File: config.mk
export PLATFORM = sky130hd
export DESIGN_NAME = software_timer_slot_table_core
export DESIGN_NICKNAME = d
export VERILOG_FILES = /design/src/stst_pkg.sv /design/src/stst_ram.sv /design/src/software_timer_slot_table_core.sv
export VERILOG_INCLUDE_DIRS = /design/src /design/src/src
export SDC_FILE = /design/constraint.sdc
export NUM_CORES = 1
export LEC_CHECK = 0
export BUFFER_PORTS_ARGS = -buffer_cell sky130_fd_sc_hd__clkbuf_2
export CAP_MARGIN = 15
export CORE_MARGIN = 2
export CORE_UTILIZATION = 60
export DETAILED_ROUTE_END_ITERATION = 16
export GPL_TIMING_DRIVEN = 0
export PLACE_DENSITY_LB_ADDON = 0.2
export SLEW_MARGIN = 20
export SYNTH_ARGS = -nofsm -noshare
export SYNTH_HDL_FRONTEND = slang
export SYNTH_HIERARCHICAL = 1
export SYNTH_SLANG_ARGS = --single-unit
File: constraint.sdc
create_clock -name clk -period 4.9 [get_ports clk]
set_input_delay 0 -clock clk [delete_from_list [all_inputs] [get_ports clk]]
set_output_delay 0 -clock clk [all_outputs]
set_load 0.01 [all_outputs]
File: src/software_timer_slot_table_core_defines.svh
// Assertion macros for the software timer slot table core.
`ifndef SOFTWARE_TIMER_SLOT_TABLE_CORE_DEFINES_SVH
`define SOFTWARE_TIMER_SLOT_TABLE_CORE_DEFINES_SVH

`ifndef SYNTH
`define STST_ASSERT_NOW(label, ante, cons) \
	label: assert property (@(posedge clk) disable iff (!arst_n) (ante) |-> (cons)) \
		else $error("stst assertion failed");
`define STST_ASSERT_NEXT(label, ante, cons) \
	label: assert property (@(posedge clk) disable iff (!arst_n) (ante) |=> (cons)) \
		else $error("stst assertion failed");
`else
`define STST_ASSERT_NOW(label, ante, cons)
`define STST_ASSERT_NEXT(label, ante, cons)
`endif

`endif

File: src/stst_pkg.sv
// Types and constants shared by the software timer slot table core.
package stst_pkg;

	localparam int SLOTS   = 8;
	localparam int SLOT_W  = (SLOTS > 1) ? $clog2(SLOTS) : 1;
	localparam int CNT_W   = SLOT_W + 1;
	localparam int MAX_OUT = 8;
	localparam int NOUT_W  = 4;
	localparam int RSLOT_W = 3;
	localparam int CMP_W   = 7;

	localparam logic [2:0] ACT_TICK   = 3'd0;
	localparam logic [2:0] ACT_CREATE = 3'd1;
	localparam logic [2:0] ACT_DELETE = 3'd2;
	localparam logic [2:0] ACT_START  = 3'd3;
	localparam logic [2:0] ACT_STOP   = 3'd4;

	localparam logic [2:0] STAT_OK        = 3'd0;
	localparam logic [2:0] STAT_FULL      = 3'd1;
	localparam logic [2:0] STAT_NOT_FOUND = 3'd2;
	localparam logic [2:0] STAT_EXPIRY    = 3'd3;
	localparam logic [2:0] STAT_IDLE      = 3'd4;

	typedef logic [SLOT_W-1:0] slot_idx_t;

	typedef struct packed {
		logic [2:0] action;
		logic [2:0] slot;
		logic       slot_valid;
		logic [7:0] period;
		logic       has_handler;
	} cmd_t;

	typedef struct packed {
		logic [2:0]         status;
		logic [RSLOT_W-1:0] result_slot;
		logic               last;
	} rsp_t;

	typedef struct packed {
		logic       handler;
		logic [7:0] period;
		logic [7:0] count;
	} entry_t;

	localparam int ENTRY_W = $bits(entry_t);

endpackage

File: src/stst_ram.sv
// Generic single-write, single-read RAM with registered read data.
module stst_ram #(
	parameter int WIDTH = 8,
	parameter int DEPTH = 8
) (
	input  logic                                       clk,
	input  logic                                       we,
	input  logic [((DEPTH > 1) ? $clog2(DEPTH) : 1)-1:0] waddr,
	input  logic [WIDTH-1:0]                           wdata,
	input  logic [((DEPTH > 1) ? $clog2(DEPTH) : 1)-1:0] raddr,
	output logic [WIDTH-1:0]                           rdata
);

	logic [WIDTH-1:0] mem [DEPTH];

	always_ff @(posedge clk) begin
		if (we) begin
			mem[waddr] <= wdata;
		end
		rdata <= mem[raddr];
	end

endmodule

File: src/software_timer_slot_table_core.sv
// Top level of the software timer slot table core.
//
// Usage: a command item is taken at a rising edge with start high and busy low.
// Results come out on rsp, one per cycle, each marked by a one-cycle strobe;
// the receiver cannot stall, so every result is taken in the cycle it is shown.
// rsp.last marks the final result of a command.
// Delete, start and stop finish in the accept cycle; their single result shows
// in the cycle after, and busy stays low, so these can be issued back to back.
// Actions 5 to 7 give no result.
// Create scans the allocated flags one slot per cycle until a slot is free or
// the last slot is checked; result in the first cycle with busy low again.
// Tick walks the slot RAM one entry per cycle (read, increment, compare, write
// back); expiries stream out in slot order during the walk, and the last result
// shows in the first cycle with busy low again.
// Counters, periods and handler flags sit in one RAM; allocated and running
// flags are flip-flops. During a tick, writes trail reads by one entry, so no
// forwarding is needed.
// Reset clears the flags and the control state; no RAM clearing pass is run.
`include "software_timer_slot_table_core_defines.svh"

module software_timer_slot_table_core (
	input  logic          clk,
	input  logic          arst_n,
	input  logic          start,
	output logic          busy,
	input  stst_pkg::cmd_t req,
	output logic          strobe,
	output stst_pkg::rsp_t rsp
);

	localparam logic [1:0] S_IDLE   = 2'd0;
	localparam logic [1:0] S_TICK   = 2'd1;
	localparam logic [1:0] S_FIN    = 2'd2;
	localparam logic [1:0] S_CREATE = 2'd3;

	logic [1:0]                   state_q;
	logic [stst_pkg::SLOTS-1:0]   alloc_q;
	logic [stst_pkg::SLOTS-1:0]   run_q;
	logic [stst_pkg::CNT_W-1:0]   scan_q;
	logic                         vld_s1;
	stst_pkg::slot_idx_t          idx_s1;
	logic                         pend_q;
	stst_pkg::slot_idx_t          pend_slot_q;
	logic [stst_pkg::NOUT_W-1:0]  n_q;
	logic [7:0]                   period_q;
	logic                         handler_q;

	logic                         ram_we;
	stst_pkg::slot_idx_t          ram_waddr;
	stst_pkg::entry_t             ram_wdata;
	stst_pkg::slot_idx_t          ram_raddr;
	logic [stst_pkg::ENTRY_W-1:0] ram_rdata;

	stst_pkg::entry_t             rd_ent;
	logic [7:0]                   cnt_inc;
	logic                         fire;
	stst_pkg::slot_idx_t          scan_idx;
	stst_pkg::slot_idx_t          req_idx;
	logic                         req_hit;
	logic                         req_ctl;

	stst_ram #(
		.WIDTH(stst_pkg::ENTRY_W),
		.DEPTH(stst_pkg::SLOTS)
	) u_ram (
		.clk  (clk),
		.we   (ram_we),
		.waddr(ram_waddr),
		.wdata(ram_wdata),
		.raddr(ram_raddr),
		.rdata(ram_rdata)
	);

	assign busy     = (state_q != S_IDLE);
	assign scan_idx = scan_q[stst_pkg::SLOT_W-1:0];
	assign req_idx  = stst_pkg::SLOT_W'(req.slot);
	assign req_hit  = req.slot_valid &&
		(stst_pkg::CMP_W'(req.slot) < stst_pkg::CMP_W'(stst_pkg::SLOTS));
	assign req_ctl  = req.action inside {stst_pkg::ACT_DELETE, stst_pkg::ACT_START,
		stst_pkg::ACT_STOP};
	assign rd_ent   = stst_pkg::entry_t'(ram_rdata);
	assign cnt_inc  = rd_ent.count + 8'd1;
	assign fire     = alloc_q[idx_s1] && run_q[idx_s1] && (cnt_inc == rd_ent.period);
	assign ram_raddr = scan_idx;

	always_comb begin
		ram_we    = 1'b0;
		ram_waddr = idx_s1;
		ram_wdata = '{handler: rd_ent.handler, period: rd_ent.period,
			count: (fire && rd_ent.handler) ? 8'd0 : cnt_inc};
		if (state_q == S_TICK && vld_s1) begin
			ram_we = 1'b1;
		end else if (state_q == S_CREATE && !alloc_q[scan_idx]) begin
			ram_we    = 1'b1;
			ram_waddr = scan_idx;
			ram_wdata = '{handler: handler_q, period: period_q, count: 8'd0};
		end
	end

	always_ff @(posedge clk or negedge arst_n) begin
		if (!arst_n) begin
			state_q     <= S_IDLE;
			alloc_q     <= '0;
			run_q       <= '0;
			scan_q      <= '0;
			vld_s1      <= 1'b0;
			idx_s1      <= '0;
			pend_q      <= 1'b0;
			pend_slot_q <= '0;
			n_q         <= '0;
			period_q    <= '0;
			handler_q   <= 1'b0;
			strobe      <= 1'b0;
			rsp         <= '0;
		end else begin
			case (state_q)
				S_IDLE: begin
					strobe <= start && req_ctl;
					if (start) begin
						case (req.action)
							stst_pkg::ACT_TICK: begin
								state_q <= S_TICK;
								scan_q  <= '0;
								vld_s1  <= 1'b0;
								pend_q  <= 1'b0;
								n_q     <= '0;
							end
							stst_pkg::ACT_CREATE: begin
								state_q   <= S_CREATE;
								scan_q    <= '0;
								period_q  <= req.period;
								handler_q <= req.has_handler;
							end
							stst_pkg::ACT_DELETE, stst_pkg::ACT_START,
							stst_pkg::ACT_STOP: begin
								rsp <= '{status: req_hit ? stst_pkg::STAT_OK
										: stst_pkg::STAT_NOT_FOUND,
									result_slot: '0, last: 1'b1};
								if (req_hit) begin
									run_q[req_idx] <= (req.action == stst_pkg::ACT_START);
									if (req.action == stst_pkg::ACT_DELETE) begin
										alloc_q[req_idx] <= 1'b0;
									end
								end
							end
							default: begin
							end
						endcase
					end
				end
				S_TICK: begin
					strobe <= vld_s1 && fire && pend_q &&
						(n_q < stst_pkg::NOUT_W'(stst_pkg::MAX_OUT));
					if (scan_q < stst_pkg::CNT_W'(stst_pkg::SLOTS)) begin
						vld_s1 <= 1'b1;
						idx_s1 <= scan_idx;
						scan_q <= scan_q + 1'b1;
					end else begin
						vld_s1 <= 1'b0;
					end
					if (vld_s1) begin
						if (fire && n_q < stst_pkg::NOUT_W'(stst_pkg::MAX_OUT)) begin
							// hold each expiry back until the next one or the end of the walk, so the final one can carry last
							if (pend_q) begin
								rsp <= '{status: stst_pkg::STAT_EXPIRY,
									result_slot: stst_pkg::RSLOT_W'(pend_slot_q), last: 1'b0};
							end
							pend_q      <= 1'b1;
							pend_slot_q <= idx_s1;
							n_q         <= n_q + 1'b1;
						end
						if (idx_s1 == stst_pkg::SLOT_W'(stst_pkg::SLOTS - 1)) begin
							state_q <= S_FIN;
						end
					end
				end
				S_FIN: begin
					strobe  <= 1'b1;
					state_q <= S_IDLE;
					vld_s1  <= 1'b0;
					pend_q  <= 1'b0;
					if (pend_q) begin
						rsp <= '{status: stst_pkg::STAT_EXPIRY,
							result_slot: stst_pkg::RSLOT_W'(pend_slot_q), last: 1'b1};
					end else begin
						rsp <= '{status: stst_pkg::STAT_IDLE, result_slot: '0, last: 1'b1};
					end
				end
				S_CREATE: begin
					strobe <= !alloc_q[scan_idx] ||
						(scan_idx == stst_pkg::SLOT_W'(stst_pkg::SLOTS - 1));
					if (!alloc_q[scan_idx]) begin
						alloc_q[scan_idx] <= 1'b1;
						run_q[scan_idx]   <= 1'b0;
						rsp     <= '{status: stst_pkg::STAT_OK,
							result_slot: stst_pkg::RSLOT_W'(scan_idx), last: 1'b1};
						state_q <= S_IDLE;
					end else if (scan_idx == stst_pkg::SLOT_W'(stst_pkg::SLOTS - 1)) begin
						rsp     <= '{status: stst_pkg::STAT_FULL, result_slot: '0, last: 1'b1};
						state_q <= S_IDLE;
					end else begin
						scan_q <= scan_q + 1'b1;
					end
				end
				default: begin
					strobe  <= 1'b0;
					state_q <= S_IDLE;
				end
			endcase
		end
	end

	`STST_ASSERT_NEXT(a_tick_goes_busy, start && !busy && req.action == stst_pkg::ACT_TICK, busy)
	`STST_ASSERT_NOW(a_idle_is_last, strobe && rsp.status == stst_pkg::STAT_IDLE, rsp.last)
	`STST_ASSERT_NOW(a_last_when_free, strobe && rsp.last, !busy)
	`STST_ASSERT_NOW(a_out_count, state_q == S_TICK, n_q <= stst_pkg::NOUT_W'(stst_pkg::MAX_OUT))

endmodule
Word-level counts from Yosys, hierarchy flattened
Memories as Yosys holds them, arrays and structs flattened. A register that Yosys moved wholly into a read port is not among the register bits.
Index checks and enable logic that the tools add are counted.
{ "classes": {"addsub": 3, "n_mul": 0, "div": 0, "order_cmp": 7, "eq_ne": 26, "shift": 0, "muxes": 67, "bitwise_logic": 5, "n_reduce_logical": 35} }
{ "ops": {"columns": ["op", "count"], "rows": [
  ["$mux 8", 10],
  ["$mux 7", 8],
  ["$mux 4", 9],
  ["$mux 17", 2],
  ["$pmux 8 s2", 2],
  ["$pmux 7 s4", 1],
  ["$reduce_and 5->1", 4],
  ["$reduce_and 6->1", 3],
  ["$and 8x8->8", 2],
  ["$ne 2x2->1 const B", 8],
  ["$not 8->8", 2],
  ["$mux 1", 14],
  ["$logic_and 1x1->1", 12],
  ["$lt 3x4->1 const B", 3],
  ["$mux 2", 6],
  ["$ne 2x1->1 const B", 6],
  ["$pmux 4 s3", 1],
  ["$bmux 1 s3", 3],
  ["$eq 3x3->1 const B", 3],
  ["$reduce_and 3->1", 3],
  ["$reduce_bool 3->1", 3],
  ["$add 4x1->4 const B", 2],
  ["$add 8x1->8 const B", 1],
  ["$bwmux 8", 1],
  ["other kinds (25)", 34]
]} }
{ "word_totals": {"regBits": 51, "latchBits": 0, "ramBits": 136, "mem_bits_ro": 0, "in_bits": 19, "elab_cells": 159, "n_memories": 1} }
{ "memory_table": {"columns": ["memory", "words", "width", "read_ports", "rd_ports_with_merged_regs", "wr", "line_no", "text"], "rows": [
  ["u_ram.mem", 8, 17, 1, 1, 1, "stst_ram.sv:14", "logic [WIDTH-1:0] mem [DEPTH];"]
]} }

Logic depth before layout (Yosys ltp)
{ "logic_depth": {"ltp_word": 11, "depth_mapped": 10} }

Cells and area by module
The synthesis kept the hierarchy.
{ "modules_own_cells": {"columns": ["mod", "instances", "cells_each", "area_per_inst_um2", "seq_area_each_um2"], "rows": [
  ["stst_ram", 1, 227, 5599.1, 4424.2],
  ["software_timer_slot_table_core", 1, 363, 3438.3, 1276.2]
]} }

Worst setup path before layout
No wires, ideal clock.
{ "synth_timing": {"path_type": "reg2reg", "from": "register scan_q[0] in the netlist's numbering", "to": "memory u_ram/mem[0][0] in the netlist's numbering, enable pin", "arrival_ns": 3.480, "path_slack_ns": 1.008, "path_stages_with_launch": 8, "n_path_buf": 1, "synth_period_minus_slack_ns": 3.892, "cell_sequence": "dfrtp_1 mux4_2 mux2i_4 nand2_1 a21oi_1 buf_2 mux2_1 nor3_1"} }
{ "synth_between": {"word_cells_on_any_way": 10, "cone_classes": "mux: 8; reduce/logical: 2"} }
{ "synth_lines": {"columns": ["element", "line_no", "text"], "rows": [
  ["from (decl)", "software_timer_slot_table_core.sv:39", "logic [stst_pkg::CNT_W-1:0] scan_q;"],
  ["from (signal assigned)", "software_timer_slot_table_core.sv:157", "scan_q <= scan_q + 1'b1;"],
  ["from (signal assigned)", "software_timer_slot_table_core.sv:202", "scan_q <= scan_q + 1'b1;"],
  ["$bmux 1 s3", "software_timer_slot_table_core.sv:93", "end else if (state_q == S_CREATE && !alloc_q[scan_idx]) begin"],
  ["$mux 1 (not written as such)", "software_timer_slot_table_core.sv:93", null],
  ["$logic_not 1->1", null, null],
  ["$logic_and 1x1->1", "software_timer_slot_table_core.sv:93", null],
  ["$mux 3 (*)", "software_timer_slot_table_core.sv:93", null],
  ["$mux 3 (*)", "software_timer_slot_table_core.sv:91", "if (state_q == S_TICK && vld_s1) begin"],
  ["named net ram_waddr[0]", "software_timer_slot_table_core.sv:49", "stst_pkg::slot_idx_t ram_waddr;"],
  ["to (decl)", "stst_ram.sv:14", null]
]} }
Mark *: on every way through the listed nets, which the timed path passes. The rest lies on a longest branch. The select of a mux whose other input is x is not followed.

Worst setup path after layout
{ "layout_timing": {"from": "register scan_q[0] in the netlist's numbering", "to": "memory u_ram/mem[2][14] in the netlist's numbering, enable pin"} }
Same word-level chain as after synthesis.

==> results by group <==
Clock network
  • Clock Latency Late Sink: roughly 0.50 ns
  • Post-CTS Setup Bufs: 0
  • Clock buffer count from CTS: 21
  • H-Tree Level Count: 1
  • Post_cts resized: 0
  • Cts-stage hold buffer count: 16
  • Clock slew at reported path FFs: approximately 0.060 ns
  • Clk sink count: between 200 and 250
  • CTS tree: built
  • Clock Tree Root: clkbuf_16
  • CTS Buffer Depth: 3

STA
  • Worst setup slack after layout: roughly 0.8 ns
  • Final period util: roughly 83%
  • Worst Tran Pin Value: 0.866 ns
  • Fmax: ~250 MHz
  • Layout Skew: approximately 0.015 ns
  • Final worst path period need: about 4.1 ns
  • Max_slew headroom: between 40% and 50%
  • Final hold vios: 0
  • WHS: roughly 0.014 ns
  • # setup viols final: 0
  • RSZ-0062 raised after global routing: no
  • Slew Viols, Final: 0

Power and ir drop
  • Combinational fraction of design power: between 30% and 40%
  • PD cells: 578 mW/mm²
  • Clock share of power: about 25%
  • Switching share of power: 33.2%
  • Psw: ~2.0 mW
  • Internal power: between 3 and 4 mW
  • VDD IR-drop max: 0.366 mV
  • Sequential power share: 43.8%
  • P_leak: between 3 and 4 nW

Drt
  • Drt pass-1 iters: 5
  • DR vias/cell: 6.37
  • Antenna-violating nets left: 0
  • Drt wl/cell: between 20 and 25 µm
  • DRC: 0
  • Vias: around 5500
  • Wirelength, routed: 19900 µm
  • Initial DRC Count: about 550

Die
  • Num ports: 28
  • Die H: 127 µm
  • Die W: roughly 130 µm
  • Row Count: 44
  • Initial Utilization: slightly above 60%
  • Die area: about 0.016 mm²
  • Core area: about 0.015 mm²

Logic synthesis
  • Ys flop type: edfxtp_1
  • Post-Syn Area per Cell: 15.3 µm²
  • Syn Nets: between 600 and 700
  • Post-synth ARST share: between 20 and 30%
  • Post-synth EDFFs: about 140
  • Post-Synthesis Cells: 590
  • Post-synthesis sequential area ratio: approximately 63%
  • YS warnings: 6
  • FF+latch count, synth: approximately 200
  • Netlist cell types: slightly below 70
  • Post-Syn Area: approximately 0.0090 mm²

Critical path
  • Worst setup path class: flop to flop
  • Crit end category: flop
  • Reg-to-Reg Start: scan_q[0]
  • CP startpoint: scan_q[0]
  • Worst Path Required: about 5.1 ns
  • Critical Path Fanout Max: 10
  • CP Data Arrival Time: roughly 4.3 ns
  • Startpoint types: flop

Global route
  • Initial antenna violation count: 0
  • Global Route met3 Usage: under 10%
  • GRT Max-Usage Layer: met2
  • Met2 GRT Util: between 40% and 50%
  • Largest net degree at the start of global routing: 52
  • First-pass GRT wire length: between 30000 and 40000 µm
  • Overall routing resource usage: between 20% and 30%
  • Grt ovf: 0
  • Vias in the first global route: around 5700
  • Met1 usage: between 30% and 40%

Hold path
  • Worst hold start: req[15]
  • Worst min-delay path class: primary input to flop

Place
  • Port bufs: 25
  • GPL Wtd Cong: 0.879
  • Pre-CTS WS: between 0.8 and 0.9 ns
  • DP Area: around 0.0095 mm²
  • Detailed Place HPWL: 13000 µm

Layout
  • Layout cells sized above 1: approximately 20%
  • Fin util: a little over two thirds
  • ANT cells: 0
  • Final Instance Area: slightly above 0.01 mm²
  • Fin nets: about 690
  • Filler cells: around 970
  • Area growth from synthesis to layout: 14.2%

Run
  • MaxCap Viol Count: 0

Outcome
  • Status: finished, final reports clean
power groups by stage:
stage	sequential, mW	combinational (mW)	clock, mW
after floorplan	2.57	1.34	0
after global placement	2.63	1.73	0
after detailed placement	2.65	1.84	0
after CTS	2.62	1.88	1.50
after global routing	2.65	2.05	1.56
final	2.62	1.88	1.48
metal layers:
metal	up-vias	part of all wire, %	routed length, µm
li1	2489	-	-
met1	2775	41	8220
met2	171	50	10000
met3	55	5.0	987
met4	0	3.3	658
met5	-	0	0
worst paths after layout:
| path | to | slack (ns) | depth (start not counted) |
|---|---|---|---|
| max | u_ram/mem[2][14] | 0.82 | 9 |
| min | run_q[0] | 0.01 | 5 |
| max reg2reg | u_ram/mem[2][14] | 0.82 | 9 |
| min reg2reg | pend_slot_q[0] | 0.50 | 1 |
| max in group asynchronous | state_q[1] | 4.23 | 2 |
| min in group asynchronous | run_q[4] | 0.14 | 2 |
critical path: stages, from the launching register on:
cell and delay, ns:
dfrtp_1 0.53, mux4_2 0.61, mux2i_4 0.28, nand2_1 0.13
a21oi_1 0.30, buf_2 0.39, mux2_1 0.45, nand2b_1 0.22
nor2_2 0.62, buf_6 0.26
flip-flops by register name, indices dropped and copies added (netlist names):
name	flops
vld_s1	1
strobe	1
rsp	7
scan_q	4
period_q	8
handler_q	1
run_q	8
alloc_q	8
pend_slot_q	3
u_ram/mem	136
u_ram/rdata	17
n_q	4
pend_q	1
idx_s1	3
state_q	2
area by class of cell:
cell class                      instances  area, µm²  area share (%)
Sequential cell                       204       5700            55.2
Multi-Input combinational cell        343       3170            30.7
Clock buffer                           30        589            5.71
Timing Repair Buffer                   50        389            3.77
Tap cell                              184        230            2.23
Buffer                                 32        158            1.53
Clock inverter                          8       45.0           0.436
Inverter                               11       41.3           0.400
cell families after synthesis:
logic type	count (synthesis)	synth area share, %
flops	204	63.1
simple gates	133	7.75
compound gates	104	8.33
mux	82	15.9
buf+inv	43	2.20
xor+xnor	15	1.45
fa+ha+maj	9	1.25
cell usage in the layout, fill, tap and decap left out, types with 10 or more instances in the layout:
master	n
mux2_1	13
clkbuf_1	27
mux4_2	13
nor3_1	12
nand2b_1	13
edfxtp_1	136
xnor2_1	11
nor2_1	13
inv_1	10
clkbuf_2	24
o21ai_1	11
o21ai_0	18
clkbuf_16	21
a21oi_1	15
dfrtp_1	51
nand2_1	29
dlygate4sd3_1	16
mux4_1	24
dfxtp_1	17
mux2_2	30
nand3_1	19
through the flow:
step	total power [mW]	cells	TNS, ns
after floorplan	3.91	590	0
after global placement	4.36	799	-15.63
after detailed placement	4.49	808	0
after CTS	5.99	862	0
after global routing	6.26	862	0
final	5.97	862	0
cell usage after synthesis, drive strengths merged (3+ instances only):
library cell | n | area share (%)
nand2 | 29 | 1.2
a41o | 7 | 0.78
dfxtp | 17 | 3.8
mux4 | 37 | 10
clkbuf | 21 | 0.87
o31ai | 6 | 0.50
nand2b | 13 | 0.90
nor3b | 3 | 0.25
a21oi | 16 | 0.93
a2111oi | 3 | 0.50
inv | 10 | 0.42
nand4 | 4 | 0.28
xnor2 | 11 | 1.1
o21ai | 29 | 1.6
xor2 | 4 | 0.39
o21a | 4 | 0.33
mux2 | 43 | 5.4
a32oi | 4 | 0.39
ha | 9 | 1.2
edfxtp | 136 | 45
dfrtp | 51 | 14
and3 | 7 | 0.48
o211ai | 5 | 0.42
nor3 | 14 | 0.78
nor2 | 20 | 0.83
a31oi | 4 | 0.28
nand3 | 19 | 1.1
a32o | 5 | 0.55
nor2b | 7 | 0.48
buf | 11 | 0.87
a22o | 3 | 0.29
or2 | 3 | 0.21
Note: power is estimated with default switching activity, not from simulation.
